<file path="src/rtl/core/aad_pkg.sv">
// Shared types and constants for the area-average image downscaler.
// No dependencies; used by every module of the block except aad_ram.
`default_nettype none
package aad_pkg;

   localparam int MAX_WIDTH    = 1024;
   localparam int MAX_HEIGHT   = 1024;
   localparam int MAX_CHANNELS = 4;
   localparam int COL_W        = $clog2(MAX_WIDTH);
   localparam int DIM_W        = 11;
   localparam int SUM_W        = 28;
   localparam int AREA_W       = 2 * DIM_W - 1;
   localparam int DIV_STEPS    = SUM_W;
   localparam int STEP_W       = $clog2(DIV_STEPS);

   localparam logic [2:0] REG_SRC_WIDTH  = 3'd0;
   localparam logic [2:0] REG_SRC_HEIGHT = 3'd1;
   localparam logic [2:0] REG_DST_WIDTH  = 3'd2;
   localparam logic [2:0] REG_DST_HEIGHT = 3'd3;
   localparam logic [2:0] REG_BPP        = 3'd4;

   typedef struct packed {
      logic [7:0] pixel_byte0;
      logic [7:0] pixel_byte1;
      logic [7:0] pixel_byte2;
      logic [7:0] pixel_byte3;
   } req_type;

   typedef struct packed {
      logic [7:0] avg_byte0;
      logic [7:0] avg_byte1;
      logic [7:0] avg_byte2;
      logic [7:0] avg_byte3;
      logic [9:0] out_col;
      logic [9:0] out_row;
      logic       frame_last;
   } rsp_type;

   typedef struct packed {
      logic init_start;
      logic init_load;
      logic accept;
      logic step;
      logic div_start;
      logic emit;
   } cmd_type;

   typedef struct packed {
      logic cfg_write;
      logic div_done;
      logic tile_done;
      logic out_free;
   } status_type;

   typedef enum logic [5:0] {
      ST_INIT      = 6'b000001,
      ST_INIT_WAIT = 6'b000010,
      ST_IDLE      = 6'b000100,
      ST_ACC       = 6'b001000,
      ST_DIV       = 6'b010000,
      ST_EMIT      = 6'b100000
   } state_type;

endpackage
`default_nettype wire

</file>
<file path="src/rtl/core/aad_ctrl.sv">
// Controller state machine: sequences setup, accumulation, division and emit.
// Depends on aad_pkg.
`default_nettype none
module aad_ctrl (
   input  wire logic                clock,
   input  wire logic                reset,
   input  wire logic                req_valid,
   output logic                     req_stall,
   input  wire aad_pkg::status_type status,
   output aad_pkg::cmd_type         cmd
);
   aad_pkg::state_type state_ff, state_in;

   always_comb begin
      state_in  = state_ff;
      cmd       = '0;
      req_stall = 1'b1;
      case (state_ff)
         aad_pkg::ST_INIT: begin
            cmd.init_start = 1'b1;
            state_in       = aad_pkg::ST_INIT_WAIT;
         end
         aad_pkg::ST_INIT_WAIT: begin
            if (status.div_done) begin
               cmd.init_load = 1'b1;
               state_in      = aad_pkg::ST_IDLE;
            end
         end
         aad_pkg::ST_IDLE: begin
            req_stall = status.cfg_write;
            if (req_valid && !status.cfg_write) begin
               cmd.accept = 1'b1;
               state_in   = aad_pkg::ST_ACC;
            end
         end
         aad_pkg::ST_ACC: begin
            cmd.step = 1'b1;
            if (status.tile_done) begin
               cmd.div_start = 1'b1;
               state_in      = aad_pkg::ST_DIV;
            end else begin
               state_in = aad_pkg::ST_IDLE;
            end
         end
         aad_pkg::ST_DIV: begin
            if (status.div_done) begin
               state_in = aad_pkg::ST_EMIT;
            end
         end
         aad_pkg::ST_EMIT: begin
            if (status.out_free) begin
               cmd.emit = 1'b1;
               state_in = aad_pkg::ST_IDLE;
            end
         end
         default: state_in = aad_pkg::ST_INIT;
      endcase
      if (status.cfg_write) begin
         state_in = aad_pkg::ST_INIT;
      end
   end

   always_ff @(posedge clock) begin
      if (reset) begin
         state_ff <= aad_pkg::ST_INIT;
      end else begin
         state_ff <= state_in;
      end
   end
endmodule
`default_nettype wire

</file>
<file path="config.mk">
export PLATFORM = sky130hd
export DESIGN_NAME = aad_ctrl
export DESIGN_NICKNAME = d
export VERILOG_FILES = /design/src/rtl/core/aad_pkg.sv /design/src/rtl/core/aad_ctrl.sv
export SDC_FILE = /design/constraint.sdc
export NUM_CORES = 1
export LEC_CHECK = 0
export CORE_MARGIN = 2
export CORE_UTILIZATION = 30
export CTS_CLUSTER_DIAMETER = 80
export DETAILED_ROUTE_END_ITERATION = 12
export DONT_BUFFER_PORTS = 1
export MAX_ROUTING_LAYER = met4
export SLEW_MARGIN = 20
export SYNTH_ARGS = -nofsm -noshare
export SYNTH_HDL_FRONTEND = slang
export SYNTH_SLANG_ARGS = --single-unit
export TNS_END_PERCENT = 10
</file>
<file path="constraint.sdc">
create_clock -name clock -period 1.8 [get_ports clock]
set_input_delay 0.18 -clock clock [delete_from_list [all_inputs] [get_ports clock]]
set_output_delay 0.18 -clock clock [all_outputs]
set_load 0.05 [all_outputs]
</file>
==> results of run 1 <==
## critical path: stages, from the launching register on
cell and delay (ps):
dfxtp_2 340, or4_4 560, nor3b_2 210, and2_4 190, buf_12 130
## timing repair
item                                    in CTS  in global routing
buffers inserted                             5                  0
pin swaps                                    3                  0
endpoints found under the setup margin       4                  6
gates resized for setup                      6                  3
## where the power goes
part | switching (mW) | internal [mW]
registers | 0.00925 | 0.137
logic | 0.0274 | 0.0133
clock network | 0.0534 | 0.0758
total | 0.0900 | 0.226
## cell families after synthesis
group                  count (synthesis)  synth area share (%)
XOR/XNOR                               2                  3.89
buffers and inverters                  8                  8.89
AO/OA/AOI/OAI                         12                  17.8
flip-flops                             6                  26.7
AND/OR/NAND/NOR                       29                  40.6
multiplexers                           1                  2.22
## metal layers
layer | routed length [um] | vias to the layer above | global-route usage (%) | part of all wire, %
met5 | 0 | - | - | 0
met4 | 48 | 0 | 13.1 | 3.8
met3 | 74 | 6 | 4.26 | 5.8
met2 | 597 | 20 | 24.2 | 47
met1 | 549 | 205 | 18.2 | 43
li1 | - | 237 | - | -
## final cells by class
class	instances	area (sq um)	area share (%)
well taps	15	18.8	2.90
inverters	3	15.0	2.32
multi-input cells	44	324	50.0
clock buffers	3	22.5	3.47
repair buffers	14	143	22.0
flip-flops and latches	6	125	19.3
## synth_stat cells
cell	n	share of area (%)
mux2i_1	1	2.2
nor4_1	2	2.8
nor3b_1	1	1.7
and2_1	1	1.4
nand2b_1	1	1.4
clkbuf_1	2	1.7
or2_2	2	2.8
or4_4	1	2.5
and3_1	2	2.8
or3_1	1	1.4
nor4b_4	1	5.3
a21oi_1	2	2.2
inv_1	3	2.5
nand4b_1	1	1.9
o31ai_1	3	5.0
nand3b_1	1	1.7
o2111ai_1	1	1.9
nor2_1	4	3.3
nor4b_1	1	1.9
o21ai_1	1	1.1
o2bb2ai_1	1	1.9
xor2_1	2	3.9
dfxtp_1	6	27
nand2_1	5	4.2
buf_6	1	2.5
nor3_1	4	4.4
o211a_1	1	2.2
nand3_1	1	1.1
o21ai_0	3	3.3
buf_2	2	2.2
## through the flow
stage	util, %	TNS, ps	setup WS, ps	area, sq um	instances
final	48.0	-79.2	-56.6	648	85
after global routing	48.0	-259	-128	648	85
after CTS	47.4	-46.9	-43.1	639	85
after detailed placement	41.4	0	53.1	559	77
after global placement	41.4	0	136	559	77
after floorplan	-	-29.8	-16.3	464	58
## worst max-delay path by stage
stage / endpoint / start / depth (start not counted)
floorplan: cmd[0] / state_ff[3] / 4
global placement: cmd[0] / state_ff[2] / 4
detailed placement: cmd[0] / state_ff[2] / 4
CTS: cmd[0] / state_ff[3] / 4
global route: cmd[0] / state_ff[2] / 4
finish: cmd[0] / state_ff[2] / 4
==> results.sh, run 1 <==
export IMPL_outcome="finished, violations left"
export IMPL_violations="setup timing"
export IMPL_reg_top3="state_ff (6)"
export IMPL_drive_gt1_share_pct=47.1
export IMPL_ys_seq_area_share_pct=26.7
export IMPL_cts_path_max_buffers=2
export IMPL_first_pass_iters=4
export IMPL_avgSynthCellArea_sq_um=7.77
export IMPL_drtIter0Drc=18
export IMPL_rsz0062_at_grt="yes"
export IMPL_skew_ps=2.21
export IMPL_timing_rr_end="state_ff[0]"
export IMPL_yosysWarnings=0
export IMPL_regToRegSetupSlack_ps=-20
export IMPL_fp_row_count=13
export IMPL_initial_core_util_pct=33.4
export IMPL_syn_to_final_growth_pct=43.9
export IMPL_fin_crit_sh_pct=103
export IMPL_hp_start="status[1]"
export IMPL_gp_congestion=0.835
export IMPL_ctsHoldBuffers=0
export IMPL_p_per_area_mw_per_mm2=488
export IMPL_n_antenna_cell=0
export IMPL_ios=14
export IMPL_postSynthCellCount=58
export IMPL_fmax_mhz=539
export IMPL_wl_per_cell_um=14.9
export IMPL_finalPower_mw=0.316
export IMPL_grt_pass1_wl_um=2160
export IMPL_htreeDepth=1
export IMPL_die_width_um=42.8
export IMPL_required_ps=1620
export IMPL_drc_errors=0
export IMPL_num_vias=468
export IMPL_synth_fp_nets=65
export IMPL_crit_type="flip-flop to primary output"
export IMPL_synth_seq_cells=6
export IMPL_critPathMaxFanout=6
export IMPL_cts_sinks=6
export IMPL_mostFrequentLayoutCells="buf_4 (11), nand2_1 (5), dfxtp_2 (4)"
export IMPL_cts_root_buf="clkbuf_4"
export IMPL_drt_total_wl_um=1270
export IMPL_hold_viol_final=0
export IMPL_cap_violations=0
export IMPL_setup_violations_final=2
export IMPL_clk_latency_ps=250
export IMPL_core_sq_mm=0.00135
export IMPL_syn_area_sq_um=450
export IMPL_gr_usage_all_layers_pct=16.3
export IMPL_dp_final_hpwl_um=896
export IMPL_n_fill_cell=125
export IMPL_arrival_ps=1680
export IMPL_clk_pin_slew_worst_paths_ps=50
export IMPL_grt_max_degree=12
export IMPL_antenna_left=0
export IMPL_io_buffers=0
export IMPL_die_area_sq_mm=0.00183
export IMPL_worstHoldPathCells=2
export IMPL_min_path_type="input port to flip-flop"
export IMPL_cts_tree="built"
export IMPL_irDropWorstVdd_v=0.000195
export IMPL_maxSlewViolCount=0
export IMPL_largest_reg_flops=6
export IMPL_fin_ws_ps=-56.6
export IMPL_crit_path_start_kind="flip-flop"
export IMPL_worst_pin_slew_ps=350
export IMPL_largest_register="state_ff"
export IMPL_die_h_um=42.8
export IMPL_antenna_found_initial=0
export IMPL_final_common_cell="buf_4"
export IMPL_rr_worst_depth=8
export IMPL_fin_crit_ps=1860
export IMPL_grt_pass1_vias=501
export IMPL_crit_path_end_kind="primary output"
export IMPL_slew_headroom_pct=76.5
export IMPL_r2r_start="state_ff[2]"
export IMPL_min_to="state_ff[4]"
export IMPL_p_leak_nw=0.280
export IMPL_cts_buffers=3
export IMPL_layout_nets=79
export IMPL_vias_per_cell=5.51
export IMPL_holdWs_ps=118
export IMPL_grt_overflow_total=0
export IMPL_synth_cell_type_count=30
Power figures use the tool's default switching activity.
==> inputs of run 2 (changes only) <==
- ABC_AREA: default -> 1
- GPL_TIMING_DRIVEN: default -> 0
==> results.sh, run 2 <==
export IMPL_cap_violations=0
export IMPL_syn_area_sq_um=442
export IMPL_p_leak_nw=0.261
export IMPL_final_common_cell="inv_1"
export IMPL_crit_type="flip-flop to primary output"
export IMPL_finalPower_mw=0.307
export IMPL_synth_seq_cells=6
export IMPL_mostFrequentLayoutCells="inv_1 (14), nor2_1 (10), nand2_1 (9), dfxtp_1 (6)"
export IMPL_p_per_area_mw_per_mm2=604
export IMPL_intPower_mw=0.222
export IMPL_cts_path_max_buffers=2
export IMPL_cts_buffers=3
export IMPL_dp_final_hpwl_um=676
export IMPL_die_area_sq_mm=0.00180
export IMPL_fin_crit_sh_pct=93.3
export IMPL_n_fill_cell=150
export IMPL_ys_seq_area_share_pct=27.2
export IMPL_synthFlopType="dfxtp_1"
export IMPL_grt_pass1_wl_um=1320
export IMPL_io_buffers=0
export IMPL_initial_core_util_pct=33.1
export IMPL_die_width_um=42.4
export IMPL_min_path_type="input port to flip-flop"
export IMPL_avgSynthCellArea_sq_um=6.59
export IMPL_drive_gt1_share_pct=30.0
export IMPL_crit_path_start_kind="flip-flop"
export IMPL_first_pass_iters=4
export IMPL_cts_root_buf="clkbuf_4"
export IMPL_core_sq_mm=0.00133
export IMPL_synth_edff_count=0
export IMPL_n_antenna_cell=0
export IMPL_combPwrFrac_pct=13.6
export IMPL_antenna_left=0
export IMPL_synth_fp_nets=74
export IMPL_vias_per_cell=4.81
export IMPL_die_h_um=42.4
export IMPL_crit_path_end_kind="primary output"
export IMPL_arrival_ps=1500
export IMPL_ios=14
export IMPL_clk_latency_ps=240
export IMPL_grt_overflow_total=0
export IMPL_synth_area_top_cells="dfxtp_1 (27%), inv_1 (12%), nor2_1 (11%), nand2_1 (8.5%), nor2_4 (7.6%)"
export IMPL_yosysTopAreaCell="dfxtp_1"
export IMPL_setup_violations_final=0
export IMPL_grt_pass1_vias=336
export IMPL_skew_ps=3.43
export IMPL_utilization_pct=38.1
export IMPL_antenna_found_initial=0
export IMPL_fin_crit_ps=1680
export IMPL_rsz0062_at_grt="no"
export IMPL_yosys_cell_count_top_type="inv_1"
export IMPL_synth_cell_type_count=16
export IMPL_drtIter0Drc=3
export IMPL_slew_headroom_pct=63.5
export IMPL_synth_top_cell_area_share_pct=27.2
export IMPL_gr_usage_all_layers_pct=10.4
export IMPL_required_ps=1620
export IMPL_postSynthCellCount=67
export IMPL_clk_pin_slew_worst_paths_ps=50
export IMPL_num_vias=409
export IMPL_maxSlewViolCount=0
export IMPL_wl_per_cell_um=9.87
export IMPL_largest_reg_flops=6
export IMPL_p_sw_share_pct=27.8
export IMPL_grt_max_degree=7
export IMPL_htreeDepth=1
export IMPL_drc_errors=0
export IMPL_critPathMaxFanout=3
export IMPL_power_switching_mw=0.0853
export IMPL_yosysWarnings=0
export IMPL_synthArstFlopShare_pct=0
export IMPL_irDropWorstVdd_v=0.000250
export IMPL_reg_top3="state_ff (6)"
export IMPL_cts_sinks=6
export IMPL_outcome="completed"
export IMPL_hold_viol_final=0
export IMPL_fp_row_count=13
export IMPL_syn_to_final_growth_pct=15.0
export IMPL_layout_nets=79
export IMPL_cts_tree="built"
export IMPL_gp_congestion=0.735
export IMPL_worst_pin_slew_ps=546
export IMPL_p_clk_share_pct=40.5
export IMPL_ctsHoldBuffers=0
export IMPL_largest_register="state_ff"
export IMPL_synth_commonest_cells="inv_1 (14), nor2_1 (13), nand2_1 (10)"
export IMPL_fmax_mhz=596
export IMPL_drt_total_wl_um=839
export IMPL_p_seq_share_pct=45.9
[run 2: cell count changes after synthesis, moves of 4 or more]
cell     delta
inv_1      +11
nor2_1      +9
nand2_1     +5
nand4_1     +5
nor3_1      -4
[run 2: final cells by class]
type | instances | area [sq um] | share of cell area [%]
Clock buffer | 3 | 22.5 | 4.43
Inverter | 16 | 60.1 | 11.8
Multi-Input combinational cell | 45 | 287 | 56.4
Sequential cell | 6 | 120 | 23.6
Tap cell | 15 | 18.8 | 3.69
[run 2: path summary, 6_finish.rpt]
check	endpoint	from	slack, ps	cells after the start
worst max-delay path	cmd[3]	state_ff[2]	120	6
worst min-delay path	state_ff[2]	status[1]	150	3
worst max register to register	state_ff[0]	state_ff[2]	490	4
worst min register to register	state_ff[4]	state_ff[4]	590	4
[run 2: per-layer routing]
layer | global-route usage, % | wire [um] | up-vias
li1 | - | - | 214
met1 | 11.3 | 389 | 185
met2 | 14.8 | 404 | 8
met3 | 6.03 | 42 | 2
met4 | 5.63 | 4 | 0
met5 | - | 0 | -
[run 2: worst max-delay path, stage by stage (launching register included)]
cell	delay, ps
dfxtp_1	380
inv_2	70
nor2_1	130
nand3_1	110
inv_1	130
nand2_4	140
nor2_4	300
[run 2: kinds of logic (layout without fill, tap and decap cells)]
logic type | count (synthesis) | in the layout | share of synthesized area [%]
simple gates | 42 | 42 | 54.4
buf+inv | 16 | 19 | 13.6
flops | 6 | 6 | 27.2
compound gates | 3 | 3 | 4.82
[run 2: repair_timing]
item,in CTS,in global routing
endpoints found under the setup margin,2,2
setup buffers,0,0
resized for setup,4,2
pin swaps,1,1
[run 2: power groups by stage]
stage / registers [mW] / logic, mW / clock network (mW)
2_1_floorplan: 0.143 / 0.0355 / 0
3_3_place_gp: 0.143 / 0.0399 / 0
3_5_place_dp: 0.143 / 0.0404 / 0
6_report: 0.141 / 0.0419 / 0.124
4_1_cts: 0.141 / 0.0417 / 0.129
5_1_grt: 0.141 / 0.0462 / 0.136
[run 2: stage by stage]
step	TNS [ps]	area (sq um)	instances	hold slack [ps]	worst slack [ps]
2_1_floorplan	0	444	67	330	71.8
3_3_place_gp	-30.1	463	82	385	-30.1
3_5_place_dp	-48.3	463	82	395	-48.3
4_1_cts	0	500	85	145	13.5
5_1_grt	0	508	85	153	54.7
6_report	0	508	85	153	121
==> inputs of run 3 (changes only) <==
--- a/constraint.sdc
+++ b/constraint.sdc
@@ -3,2 +3,2 @@
 set_output_delay 0.18 -clock clock [all_outputs]
-set_load 0.05 [all_outputs]
+set_load 0.005 [all_outputs]
==> results.sh, run 3 (same netlist as run 2, synthesis figures left out) <==
export IMPL_final_cells=85
export IMPL_post_cts_setup_buffers=0
export IMPL_drive_gt1_share_pct=24.3
export IMPL_crit_type="flip-flop to primary output"
export IMPL_crit_path_start_kind="flip-flop"
export IMPL_p_per_area_mw_per_mm2=610
export IMPL_crit_family="simple AND/OR/NAND/NOR gates"
export IMPL_worst_pin_slew_ps=397
export IMPL_final_common_cell="inv_1"
export IMPL_hold_viol_final=0
export IMPL_grt_max_degree=7
export IMPL_place_inst=82
export IMPL_cts_tree="built"
export IMPL_min_path_type="input port to flip-flop"
export IMPL_fp_row_count=13
export IMPL_postCtsResizedCells=0
export IMPL_initial_core_util_pct=33.1
export IMPL_critPathMaxFanout=5
export IMPL_cpMaxStageDelayCell="dfxtp_1"
export IMPL_die_area_sq_mm=0.00180
export IMPL_reg_top3="state_ff (6)"
export IMPL_crit_path_end_kind="primary output"
export IMPL_dpl_cell_area_sq_um=460
export IMPL_seq_area_sq_um=120
export IMPL_cts_buffers=3
export IMPL_ios=14
export IMPL_drt_total_wl_um=872
export IMPL_grt_overflow_total=0
export IMPL_antenna_left=0
export IMPL_slew_headroom_pct=73.5
export IMPL_io_buffers=0
export IMPL_irDropWorstVdd_v=0.000256
export IMPL_largest_register="state_ff"
export IMPL_cts_sinks=6
export IMPL_core_sq_mm=0.00133
export IMPL_cp_cell_sequence="nor2_2 > nand3_1 > inv_1 > nand2_1 > nor2_1"
export IMPL_finalPower_mw=0.295
export IMPL_first_pass_iters=2
export IMPL_fmax_mhz=702
export IMPL_rsz0062_at_grt="no"
export IMPL_cts_root_buf="clkbuf_4"
export IMPL_utilization_pct=36.2
export IMPL_dp_final_hpwl_um=693
export IMPL_cap_violations=0
export IMPL_skew_ps=0.436
export IMPL_path_buf_inv=1
export IMPL_clk_latency_ps=240
export IMPL_gp_congestion=0.708
export IMPL_holdWs_ps=151
export IMPL_fin_crit_sh_pct=79.1
export IMPL_required_ps=1620
export IMPL_n_fill_cell=145
export IMPL_p_leak_nw=0.250
export IMPL_largest_reg_flops=6
export IMPL_grt_pass1_vias=359
export IMPL_arrival_ps=1240
export IMPL_die_h_um=42.4
export IMPL_maxSlewViolCount=0
export IMPL_n_antenna_cell=0
export IMPL_num_vias=408
export IMPL_multi_input_area_sq_um=262
export IMPL_ctsHoldBuffers=0
export IMPL_fin_crit_ps=1420
export IMPL_wl_per_cell_um=10.3
export IMPL_mostFrequentLayoutCells="inv_1 (14), nor2_1 (13), nand2_1 (10), dfxtp_1 (6), nand4_1 (5)"
export IMPL_htreeDepth=1
export IMPL_cts_path_max_buffers=2
export IMPL_setup_violations_final=0
export IMPL_layout_nets=79
export IMPL_fin_ws_ps=376
export IMPL_drc_errors=0
export IMPL_drtIter0Drc=5
export IMPL_vias_per_cell=4.80
export IMPL_final_area_sq_um=483
export IMPL_place_ws_ps=604
export IMPL_final_setup_tns_ps=0
export IMPL_die_width_um=42.4
export IMPL_outcome="completed"
export IMPL_syn_to_final_growth_pct=9.35
export IMPL_gr_usage_all_layers_pct=10.9
export IMPL_antenna_found_initial=0
export IMPL_grt_pass1_wl_um=1440
export IMPL_clk_pin_slew_worst_paths_ps=50
export IMPL_critPathMaxStageDelay_ps=320
==> run 3: cell counts in the layout (fill, tap and decap cells not counted) <==
No cell type changed its count.
==> run 3: path summary, 6_finish.rpt <==
kind / startpoint / to / slack (ps) / depth (start not counted)
max: state_ff[5] / cmd[3] / 380 / 5
min: reset / state_ff[0] / 150 / 2
max reg2reg: state_ff[5] / state_ff[4] / 590 / 8
min reg2reg: state_ff[4] / state_ff[4] / 570 / 4
==> run 3: cell type report <==
| type | count | share of cell area [%] |
|---|---|---|
| tap | 15 | 3.89 |
| sequential | 6 | 24.9 |
| inverter | 16 | 12.4 |
| multi-input combinational | 45 | 54.1 |
| clock buffer | 3 | 4.66 |
==> run 3: where the power goes <==
| part | internal [mW] | switching (mW) | leakage (nW) |
|---|---|---|---|
| combinational | 0.00926 | 0.0202 | 0.187 |
| clock | 0.0754 | 0.0487 | 0.0138 |
| sequential | 0.137 | 0.00413 | 0.0488 |
| total | 0.222 | 0.0730 | 0.250 |
==> run 3: worst reg2reg max path: stages (launching register included) <==
cell and delay [ps]:
dfxtp_1 320, nor2_2 240, nand3_2 150, nand2_2 100
nand2_4 60, nand2_4 90, nand2_1 50, nand2_1 50
nor2_1 40
==> run 3: routing by layer <==
layer	up-vias	wire [um]	track usage, %
met1	185	388	11.1
met3	2	42	3.45
met4	0	4	7.50
met2	7	437	17.5
met5	-	0	-
li1	214	-	-
